`src/rtl/ttn_pkg.sv`:
```
// Shared constants for the tick to nanosecond converter.
// Depends on nothing; used by every module of the block.
package ttn_pkg;

    // Bits needed to hold one billion.
    localparam int NS_WIDTH = 30;
    localparam logic [NS_WIDTH-1:0] NS_PER_SECOND = NS_WIDTH'(1000000000);

    // Fixed widths of the beats and the configuration word.
    localparam int TICK_PORT_W = 64;
    localparam int OUT_WIDTH   = 64;
    localparam int RATE_PORT_W = 32;
    localparam logic [RATE_PORT_W-1:0] RATE_RESET = 32'd19200000;

endpackage

```
`src/rtl/ttn_cell.sv`:
```
// One step of the restoring divider: takes in one dividend bit, yields one quotient bit.
// Depends on ttn_pkg.
module ttn_cell
    import ttn_pkg::*;
#(
    parameter int RATE_WIDTH = 32,
    parameter int DW         = 94
) (
    input  logic                  i_clk,
    input  logic                  i_rst_n,
    input  logic                  i_en,
    input  logic [RATE_WIDTH-1:0] i_rate,
    input  logic                  i_valid,
    input  logic [RATE_WIDTH-1:0] i_rem,
    input  logic [DW-1:0]         i_work,
    output logic                  o_valid,
    output logic [RATE_WIDTH-1:0] o_rem,
    output logic [DW-1:0]         o_work
);

    logic                  r_valid;
    logic [RATE_WIDTH-1:0] r_rem;
    logic [DW-1:0]         r_work;
    logic [RATE_WIDTH:0]   partial;
    logic [RATE_WIDTH+1:0] diff;
    logic                  fits;
    logic [RATE_WIDTH-1:0] n_rem;
    logic [DW-1:0]         n_work;

    // The work word carries unread dividend bits at the top and quotient bits at the bottom.
    always_comb begin
        partial = {i_rem, i_work[DW-1]};
        diff    = {1'b0, partial} - {2'b00, i_rate};
        fits    = !diff[RATE_WIDTH+1];
        n_rem   = fits ? diff[RATE_WIDTH-1:0] : partial[RATE_WIDTH-1:0];
        n_work  = {i_work[DW-2:0], fits};
    end

    always_ff @(posedge i_clk) begin
        if (!i_rst_n) begin
            r_valid <= 1'b0;
        end else if (i_en) begin
            r_valid <= i_valid;
        end
    end

    always_ff @(posedge i_clk) begin
        if (i_en) begin
            r_rem  <= n_rem;
            r_work <= n_work;
        end
    end

    assign o_valid = r_valid;
    assign o_rem   = r_rem;
    assign o_work  = r_work;

endmodule

```
`config.mk`:
```
export PLATFORM = sky130hd
export DESIGN_NAME = ttn_cell
export DESIGN_NICKNAME = d
export VERILOG_FILES = /design/src/rtl/ttn_pkg.sv /design/src/rtl/ttn_cell.sv
export SDC_FILE = /design/constraint.sdc
export NUM_CORES = 1
export LEC_CHECK = 0
export BUFFER_PORTS_ARGS = -buffer_cell sky130_fd_sc_hd__buf_4
export CAP_MARGIN = 25
export CORE_ASPECT_RATIO = 1.1
export CORE_MARGIN = 4
export CORE_UTILIZATION = 36
export CTS_CLUSTER_DIAMETER = 120
export DETAILED_ROUTE_END_ITERATION = 12
export REMOVE_ABC_BUFFERS = 1
export SLEW_MARGIN = 30
export SYNTH_ARGS = -nofsm -noshare
export SYNTH_HDL_FRONTEND = slang
export SYNTH_SLANG_ARGS = --single-unit
```
`constraint.sdc`:
```
create_clock -name i_clk -period 8.9 [get_ports i_clk]
set_input_delay 0.445 -clock i_clk [delete_from_list [all_inputs] [get_ports i_clk]]
set_output_delay 0.445 -clock i_clk [all_outputs]
set_load 0.02 [all_outputs]
```
# Word-level counts from Yosys, hierarchy flattened

Index checks and enable logic that the tools add are counted.

Flip-flop bits (word level): 127

$add $sub $neg: 1
Mux-type cells: 1
Reduce and logical (&&, ||, !) cells: 1

Operator list:

| operator                                       | number |
|---|---|
| 33-bit by 32-bit subtractor with 34-bit output | 1 |
| 32-bit 2-to-1 mux                              | 1 |
| 1-bit logical NOT                              | 1 |

# Depth between registers and ports, before layout

Depth in word-level cells: 2
Gate-level depth with buffers: 12
Mapped depth without buffers: 12

# Least setup slack after synthesis

OpenSTA, ideal clock, no wires.

Kind: input to register
Start point: input i_work[93]
End point: register r_rem[26], in the netlist o_rem[26] (data pin)
Setup time: 260 ps
Arrival time: 2851 ps
Data required time: 8640 ps
Path slack: 5789 ps
Cell stages on the path: 12
Path buffers: 0
Cells stage by stage: inv_1 -> ha_1 -> inv_1 -> fa_1 -> a211oi_1 -> o211a_1 -> o31ai_2 -> a221o_1 -> a2111oi_4 -> o21bai_2 -> xor2_1 -> mux2_4

Word-level cells in the longest chain between the ends: 2

RTL lines:

| item                                           | line           | RTL |
|---|---|---|
| from (decl)                                    | ttn_cell.sv:15 | `input logic [DW-1:0] i_work,` |
| 33-bit by 32-bit subtractor with 34-bit output | ttn_cell.sv:33 | `diff = {1'b0, partial} - {2'b00, i_rate};` |
| 32-bit 2-to-1 mux                              | ttn_cell.sv:35 | `n_rem = fits ? diff[RATE_WIDTH-1:0] : partial[RATE_WIDTH-1:0];` |
| via n_rem[26]                                  | ttn_cell.sv:27 | `logic [RATE_WIDTH-1:0] n_rem;` |
| to (signal assigned)                           | ttn_cell.sv:49 | `r_rem <= n_rem;` |
| to (decl)                                      | ttn_cell.sv:22 | `logic [RATE_WIDTH-1:0] r_rem;` |

The timed path passes the listed nets, and every way through them passes these cells.
A chain may end at the register's enable or synchronous reset.

# Worst setup path in the final report

Start point: input i_rem[15]
End point: register r_rem[4], in the netlist o_rem[4] (data pin)

Word-level cells in the longest chain between the ends: 2

RTL lines:

| item                                           | line           | RTL |
|---|---|---|
| from (decl)                                    | ttn_cell.sv:14 | `input logic [RATE_WIDTH-1:0] i_rem,` |
| 33-bit by 32-bit subtractor with 34-bit output | ttn_cell.sv:33 |  |
| 32-bit 2-to-1 mux                              | ttn_cell.sv:35 |  |
| via n_rem[4]                                   | ttn_cell.sv:27 |  |

The timed path passes the listed nets, and every way through them passes these cells.

==> flow_summary.yaml <==
clocking:
  clk_path_buf_depth: 2
  cts_tree: "done"
  clkSinkCount: 127
  clkTransAtPathRegs_ns: 0.06
  cts_htree_levels: 4
  cts_resized: 0
  root_buffer: "clkbuf_16"
  clk_latency_ns: 0.40
  cts.hold.buffers_added: 0
  cts_buffers: 17
  cts_post_setup_buffers_inserted: 0
synth:
  ys_ff_latch: 127
  synth_most_common_cell: "edfxtp_1"
  synth_enable_flop_cells: 126
  synthFlopType: "edfxtp_1"
  netlist_instances: 448
  ys_seq_area_share_pct: 62.1
  syn_avg_cell_area_um2: 13.7
  async_reset_ff_share_pct: 0
  synth_area_leaders: "edfxtp_1 (62%), ha_1 (6.5%), mux2_1 (4.8%)"
  synthTopCellsByCount: "edfxtp_1 (126), inv_1 (40), ha_1 (32)"
  synthDistinctLibCells: 59
  synth_top_area_share_pct: 61.7
  synth_top_cell_by_area: "edfxtp_1"
  ys_warn_count: 0
  netlist_area_um2: 6130
run:
  cap_violations: 0
critical_path:
  cpPeakStageDelay_ns: 0.43
  cpMaxStageDelayCell: "or3_1"
  critical_path_class: "input port to register"
  crit_top_cell: "buf_4"
  worstPathMaxFanout: 22
  end_kind: "register"
  path_buf_inv: 2
  crit_required_ns: 9.04
  crit_family: "compound AO/OA/AOI/OAI gates"
  critPathLaunchType: "input port"
  worstPathCellList: "buf_4, ha_1, and3_1, nand2_1, or3_1, o31ai_2, a21boi_2, a31oi_4, buf_4, mux2_1"
  critical_path_arrival_ns: 3.34
floorplanning:
  die_x_um: 132
  dieArea_um2: 19200
  std_cell_rows: 49
  core_um2: 16600
  die_h_um: 145
  initial_core_util_pct: 37.0
  ios: 289
global_route:
  grt_pass1_vias: 4845
  gr-usage-all-layers_pct: 19.9
  grt_overflow: 0
  antenna_found_initial: 1
  grt_pass1_wl_mm: 28.6
  grt_max_degree: 76
worst_hold_path:
  hold_path.class: "input port to register"
place:
  port_buffers: 288
  routabilityCongestion: 0.889
  dpl.cell_count: 935
  dp_slack_ns: 5.22
  hpwl_mm: 16.0
timing:
  whs_ns: 0.212
  relSlewSlack_pct: 47.9
  fin_tns_setup_ns: 0
  fmax_mhz: 313
  finalCriticalPeriod_ns: 3.20
  fin_worst_skew_ns: 0
  slew_violations: 0
  finalCritPeriodShare_pct: 35.9
  setup_slack_ns: 5.70
  tightest_slew_ns: 0.775
  rsz0062_at_grt: "false"
  hold_viol_final: 0
  setup_viol: 0
layout:
  layoutNonFillerInstCount: 967
  fillers: 1465
  area.growth.synth_to_final_pct: 48.2
  nets: 945
  antenna_cells: 0
  final_layout_size_suffix_gt1_share_pct: 43.6
detailed_routing:
  finalWirelength_mm: 19.8
  wl_per_cell_um: 20.5
  remaining_drc_errors: 0
  vias_per_cell: 4.94
  ant_nets: 0
  vias: 4778
  drtIter0Drc: 200
  first_pass_iters: 4
pwr:
  vdd_drop_max_mv: 0.130
  power_density_nw_per_um2: 201
  leakagePower_nw: 4.02
  power.total_w: 0.00183
outcome:
  outcome: "completed"
worst paths after layout:
check,from,endpoint,slack (ns),cells after the start
max reg2reg,o_valid,o_valid,8.32,2
min,i_work[48],o_work[49],0.21,1
max,i_rem[15],o_rem[4],5.70,10
min reg2reg,o_valid,o_valid,0.52,2
cell families after synthesis:
group                      share of synthesized area, %
AOI/OAI and AO/OA                                  11.6
xor gates and xnor gates                           3.43
adders and majority gates                          6.86
buffers and inverters                              3.23
DFF                                                62.1
muxes                                              6.02
and+or+nand+nor                                    6.78
final cells by class:
class	count	area (um^2)	area share [%]
clock buffers	17	425	4.68
multi-input cells	274	2130	23.4
inverters	40	150	1.65
repair buffers	290	2180	24.0
well taps	204	255	2.81
clock inverters	15	138	1.52
flip-flops and latches	127	3800	41.9
sequential cells by signal, summed over array words and instances (netlist names):
register / cells
o_work: 94
o_rem: 32
o_valid: 1
power breakdown:
part	switching (W)	leakage, nW	total (W)	internal (W)
sequential	0.0000182	1.24	0.000750	0.000731
combinational	0.000229	2.51	0.000424	0.000194
clock	0.000269	0.265	0.000656	0.000387
total	0.000517	4.02	0.00183	0.00131
cells in the final DEF, fill, tap and decap left out, types with 2 or more instances in the layout:
cell	Yosys	routed
a211oi_1	4	4
a21boi_0	2	2
a21o_1	9	9
a21oi_1	27	27
a31oi_1	4	4
and2_1	4	4
and3_1	10	10
buf_4	1	289
clkbuf_16	0	17
clkinv_2	0	2
clkinv_4	0	4
clkinvlp_4	0	4
edfxtp_1	126	126
ha_1	32	32
inv_1	40	40
inv_6	0	2
mux2_1	26	26
mux2i_1	5	5
nand2_1	26	26
nand2b_1	3	3
nand3_1	5	5
nand4_1	3	3
nor2_1	15	15
nor2b_1	5	5
nor3_1	7	7
nor4_1	2	2
o211ai_1	4	4
o21a_1	4	4
o21ai_0	11	11
o21ai_1	4	4
o21bai_1	5	5
o31ai_1	4	4
o31ai_2	2	2
or2_2	2	2
or3_1	2	2
xnor2_1	15	15
xor2_1	9	9
per-stage QoR:
stage	instance area [um^2]	utilization [%]
floorplan	6080	-
global placement	8510	51.4
detailed placement	8510	51.4
CTS	9080	54.8
global route	9080	54.9
finish	9080	54.9
worst register-to-register path, stage by stage, from the launching register on:
cell and delay (ns):
dfxtp_1 0.31, mux2i_1 0.12, nor2b_1 0.06
layer usage:
layer | share of wire [%] | vias up | track usage (%)
met1 | 38 | 2278 | 22.0
met2 | 52 | 185 | 35.7
met5 | 0.061 | - | 0
li1 | - | 2297 | -
met3 | 8.9 | 16 | 8.23
met4 | 1.2 | 2 | 5.63
No activity file was read; power rests on OpenSTA's default activity.
