==> src/rtl/ttn_pkg.sv <==
// Shared constants for the tick to nanosecond converter.
// Depends on nothing; used by every module of the block.
package ttn_pkg;

    // Bits needed to hold one billion.
    localparam int NS_WIDTH = 30;
    localparam logic [NS_WIDTH-1:0] NS_PER_SECOND = NS_WIDTH'(1000000000);

    // Fixed widths of the beats and the configuration word.
    localparam int TICK_PORT_W = 64;
    localparam int OUT_WIDTH   = 64;
    localparam int RATE_PORT_W = 32;
    localparam logic [RATE_PORT_W-1:0] RATE_RESET = 32'd19200000;

endpackage

==> src/rtl/ttn_mul.sv <==
// Front end: scales the tick count by one billion in two registered stages.
// Depends on ttn_pkg.
module ttn_mul
    import ttn_pkg::*;
#(
    parameter int TICK_WIDTH = 64,
    parameter int DW         = TICK_WIDTH + NS_WIDTH
) (
    input  logic                  i_clk,
    input  logic                  i_rst_n,
    input  logic                  i_en,
    input  logic                  i_valid,
    input  logic [TICK_WIDTH-1:0] i_ticks,
    output logic                  o_valid,
    output logic [DW-1:0]         o_dividend
);

    localparam int LO_W = TICK_WIDTH / 2;
    localparam int HI_W = TICK_WIDTH - LO_W;
    localparam int LP_W = LO_W + NS_WIDTH;
    localparam int HP_W = HI_W + NS_WIDTH;

    logic            r_prod_valid;
    logic [LP_W-1:0] r_lo_prod;
    logic [HP_W-1:0] r_hi_prod;
    logic            r_valid;
    logic [DW-1:0]   r_dividend;

    // Valid bits.
    always_ff @(posedge i_clk) begin
        if (!i_rst_n) begin
            r_prod_valid <= 1'b0;
            r_valid      <= 1'b0;
        end else if (i_en) begin
            r_prod_valid <= i_valid;
            r_valid      <= r_prod_valid;
        end
    end

    // Two half-width products, then their sum with the high half shifted up.
    always_ff @(posedge i_clk) begin
        if (i_en) begin
            r_lo_prod  <= LP_W'(i_ticks[LO_W-1:0]) * LP_W'(NS_PER_SECOND);
            r_hi_prod  <= HP_W'(i_ticks[TICK_WIDTH-1:LO_W]) * HP_W'(NS_PER_SECOND);
            r_dividend <= (DW'(r_hi_prod) << LO_W) + DW'(r_lo_prod);
        end
    end

    assign o_valid    = r_valid;
    assign o_dividend = r_dividend;

endmodule

==> config.mk <==
export PLATFORM = sky130hd
export DESIGN_NAME = ttn_mul
export DESIGN_NICKNAME = d
export VERILOG_FILES = /design/src/rtl/ttn_pkg.sv /design/src/rtl/ttn_mul.sv
export SDC_FILE = /design/constraint.sdc
export NUM_CORES = 2
export LEC_CHECK = 0
export BUFFER_PORTS_ARGS = -buffer_cell sky130_fd_sc_hd__buf_2
export CORE_MARGIN = 3
export CORE_UTILIZATION = 55
export CTS_CLUSTER_DIAMETER = 50
export DETAILED_ROUTE_END_ITERATION = 6
export MAX_ROUTING_LAYER = met4
export PLACE_DENSITY = 0.73
export SYNTH_ARGS = -nofsm -noshare
export SYNTH_HDL_FRONTEND = slang
export SYNTH_SLANG_ARGS = --single-unit
==> constraint.sdc <==
create_clock -name i_clk -period 6.6 [get_ports i_clk]
set_input_delay 0 -clock i_clk [delete_from_list [all_inputs] [get_ports i_clk]]
set_output_delay 0 -clock i_clk [all_outputs]
set_load 0.05 [all_outputs]
After elaboration in Yosys (flattened, before gate mapping)
Index checks and enable logic that the tools add are counted.
- memory bits (read-only): 0
- word-level logic and storage cells: 8
- output and inout port bits: 95
- bits in writable memories: 0
- bits in latches: 0
- memories: 0
- input bits: 68
- flip-flop bits (word level): 202
- muxes and demuxes: 0
- eq/ne operators: 0
- add/subtract/negate cells: 1
- reductions and logical operators: 0
- $mul: 2
- shifts and indexed selects: 0
- bitwise gates (word level): 0
- magnitude comparators: 0
- div/mod/pow operators: 0
- operators by type and width (cell ; number):
    multiplier 32 x 21 -> 53 bit, second input constant ; 2
    adder 94 x 62 -> 94 bit ; 1

Depth between registers and ports, before layout
- word-level depth: 1
- depth in mapped cells: 24
- depth with buffers taken out: 23

Worst setup path before layout
No wires, ideal clock.
- kind: input to register
- from: input port i_ticks[42]
- to: register r_hi_prod[54] (data pin)
- library setup time: 0.261 ns
- data required time: 6.339 ns
- arrival: 5.419 ns
- stages on the path: 20
- path slack: 0.920 ns
- buffers on the path: 1
- cell sequence: ha_1 > fa_1 > fa_1 > fa_1 > inv_1 > fa_1 > inv_1 > fa_1 > fa_1 > ha_1 > buf_2 > nand4_1 > nor2_1 > a32o_2 > or3b_4 > nor4_4 > o41ai_4 > a21oi_4 > o21bai_2 > xor2_1
- longest elaborated chain between the ends: 1
- ends and longest elaborated chain (what ; RTL line ; text):
    start, declared ; ttn_mul.sv:13 ; input logic [TICK_WIDTH-1:0] i_ticks,
    multiplier 32 x 21 -> 53 bit ; ttn_mul.sv:44 ; r_hi_prod <= HP_W'(i_ticks[TICK_WIDTH-1:LO_W]) * HP_W'(NS_PER_SECOND);
    end signal, assigned ; ttn_mul.sv:44 ;
    end, declared ; ttn_mul.sv:25 ; logic [HP_W-1:0] r_hi_prod;
No other way between the ends.
A chain may end at the register's enable or synchronous reset.

Worst setup path after layout
- from: input port i_ticks[1]
- to: register r_lo_prod[60] (data pin)
- longest elaborated chain between the ends: 1
- ends and longest elaborated chain (what ; RTL line ; text):
    multiplier 32 x 21 -> 53 bit ; ttn_mul.sv:43 ; r_lo_prod <= LP_W'(i_ticks[LO_W-1:0]) * LP_W'(NS_PER_SECOND);
    end signal, assigned ; ttn_mul.sv:43 ;
    end, declared ; ttn_mul.sv:24 ; logic [LP_W-1:0] r_lo_prod;
No other way between the ends.

==> impl_metrics.yaml <==
run_status:
  status: "finished, final reports clean"
placement:
  portBuffers: 153
  routabilityCongestion: 0.9546
  hpwl_mm: 69.39
logic_synthesis:
  synth-simple-area-share_pct: 4.337
  synthMuxAreaShare_pct: 0.08674
  synth_area_leaders: "fa_1, ha_1, edfxtp_1"
  synth-async-reset-ratio_pct: 0
  synth_area_sq_um: 34620
  yosys.area.top_type_share_pct: 36.14
  synth_cell_types: 80
  ys_ff_latch: 193
  yosys_warnings: 0
  synth_fa_ha_area_share_pct: 56.06
  postSynthAreaPerCell_sq_um: 10.68
  ys_seq_area_share_pct: 16.68
  synth-xor-area-share_pct: 3.795
  synth-edff-count: 191
  synth_top_family_by_area: "adder cells"
  synth_top_cell_by_area: "fa_1"
  synth_ff_type: "edfxtp_1"
  synth_compound_area_share_pct: 7.279
  syn_inst: 3243
finish:
  final_common_cell: "inv_1"
  finish.net_count: 4630
  drive_gt1_share_pct: 6.796
  antenna_cells: 0
  layout_common_cells: "inv_1, fa_1, ha_1, edfxtp_1, buf_2"
  utilization_pct: 59.60
  area_growth_pct: 6.628
clocking:
  clk_pin_slew_ns: 0.08
  post_cts_buffers: 0
  cts_sinks: 193
  cts_made_buffers: 17
  clk_latency_ns: 0.45
  clk_path_buf_depth: 2
  cts_max_level: 4
  cts_tree: "built"
  cts-root-buf: "clkbuf_16"
floorplanning:
  die-width_microns: 256.9
  start_util_pct: 55.89
  die_h_microns: 256.9
  io_pins: 163
  coreArea_sq_um: 61940
  die_area_sq_um: 65990
  rows: 91
sta:
  tns_ns: 0
  slew_headroom_pct: 32.18
  min_period_ns: 6.392
  period_share_pct: 96.84
  rsz0062_at_grt: "no"
  finalHoldViolCount: 0
  clock.fmax_ghz: 0.1565
  setup_viol: 0
  fin_skew_ns: 0.01292
  tightest_slew_ns: 1.017
  slew_viol_final: 0
worst_setup_path:
  crit_fanout: 8
  required_ns: 6.79
  reg2reg_from: "r_lo_prod[41]$_DFFE_PP_"
  ff2ff_setup_slack_ns: 2.96
  cp-start-kind: "input port"
  critPathCapture: "r_lo_prod[60]$_DFFE_PP_"
  rr_worst_depth: 12
  r2r_end: "o_dividend[67]$_DFFE_PP_"
  endpoint_kind: "flop"
  startpoint: "i_ticks[1]"
  cp_data_arrival_time_ns: 6.58
  critPathKind: "input port to flop"
global_route:
  grt_usage_pct: 25.64
  overflow: 0
  grt_start_max_net_pins: 132
  antenna_found_initial: 1
  grt_pass1_vias: 23840
  grt_pass1_wl_mm: 127.1
drt:
  drtAntennaViolNets: 0
  wl_per_cell_microns: 18.48
  viasPerCell: 5.329
  dr.first_iter.drc_count: 1562
  drt-total-wl_mm: 78.26
  num_vias: 22570
  drcViolationCount: 0
  firstDrtPassIters: 5
flow_run:
  drv_cap: 0
hold_path:
  min_path_type: "input port to flop"
[layer usage]
| metal | part of all wire (%) | track usage, % | wire, microns |
|---|---|---|---|
| met1 | 43 | 34.88 | 34040 |
| met5 | 0 | - | 0 |
| met3 | 6.0 | 3.789 | 4668 |
| met2 | 47 | 40.54 | 37120 |
| met4 | 3.1 | 7.181 | 2424 |
[worst min-delay path by stage]
stage	startpoint	end	slack, ns	depth (start not counted)
floorplan	i_ticks[33]	r_hi_prod[10]$_DFFE_PP_	0.1	0
CTS	i_ticks[32]	r_hi_prod[9]$_DFFE_PP_	0.004	2
finish	i_ticks[32]	r_hi_prod[9]$_DFFE_PP_	0.01	2
global route	i_ticks[32]	r_hi_prod[9]$_DFFE_PP_	0.008	2
global placement	i_rst_n	o_valid$_SDFFE_PN0P_	0.23	2
detailed placement	i_rst_n	o_valid$_SDFFE_PN0P_	0.24	2
[cells by family after synthesis]
| family | count (synthesis) |
|---|---|
| adders and majority gates | 1176 |
| other | 1 |
| buffers and inverters | 1044 |
| muxes | 3 |
| and+or+nand+nor | 292 |
| DFF | 193 |
| AOI/OAI and AO/OA | 384 |
| xor gates and xnor gates | 150 |
[timing repair]
action	4_1_cts	5_1_grt
hold buffers	5	0
hold endpoints to repair	5	0
setup endpoints to repair	0	8
resized for setup	0	6
[cell usage after synthesis (8+ instances only)]
master and instances:
nor3_1 16, xor2_1 58, nand4_1 38, a31oi_1 15, nor2_1 63, buf_2 9, xnor2_1 92, o21bai_1 24
buf_4 9, clkbuf_1 28, and3_1 18, nand3_1 26, a21oi_1 129, inv_1 987, o211ai_1 12, o31ai_1 8
o21a_1 9, o21ai_1 14, nand2_1 74, a21o_1 68, ha_1 551, nor2b_1 14, edfxtp_1 191, o21ai_0 51
nand2b_1 15, fa_1 625
[area by class of cell]
class                   count  area (sq um)
fillers                  5243         25030
multi-input cells        2014         24840
flip-flops and latches    193          5776
inverters                 987          3705
well taps                 837          1047
repair buffers            173         937.1
clock buffers              17         425.4
clock inverters            15         183.9
[metrics by stage]
stage | setup slack [ns] | area, sq um | cells | hold slack, ns
finish | 0.2084 | 36910 | 4236 | 0.01414
global route | 0.01272 | 36910 | 4236 | 0.008064
CTS | 0.1663 | 36880 | 4236 | 0.004016
detailed placement | 0.1130 | 36220 | 4199 | 0.2384
global placement | 0.2209 | 36220 | 4199 | 0.2319
floorplan | 0.9197 | 34650 | 3251 | 0.09887
[flip-flops by register name, summed over array words and instances (netlist names)]
| signal | count |
|---|---|
| o_dividend | 85 |
| r_hi_prod | 53 |
| r_lo_prod | 53 |
| o_valid | 1 |
| r_prod_valid | 1 |
[critical path: stages]
cell and delay [ns]:
dlygate4sd3_1 0.53, buf_2 0.19, fa_1 0.52, inv_1 0.08, fa_1 0.57, fa_1 0.43, fa_1 0.49, inv_1 0.05
fa_1 0.45, fa_1 0.51, fa_1 0.41, ha_1 0.44, nand4_1 0.17, nor3_1 0.25, nand2_1 0.14, a2111oi_4 0.30
o21ai_1 0.23, a2111oi_4 0.37, nor3_1 0.11, a211oi_2 0.22, xor2_1 0.10
Power is not shown: default switching activity piles up to over one toggle a cycle in this logic, so the estimate is an artifact.
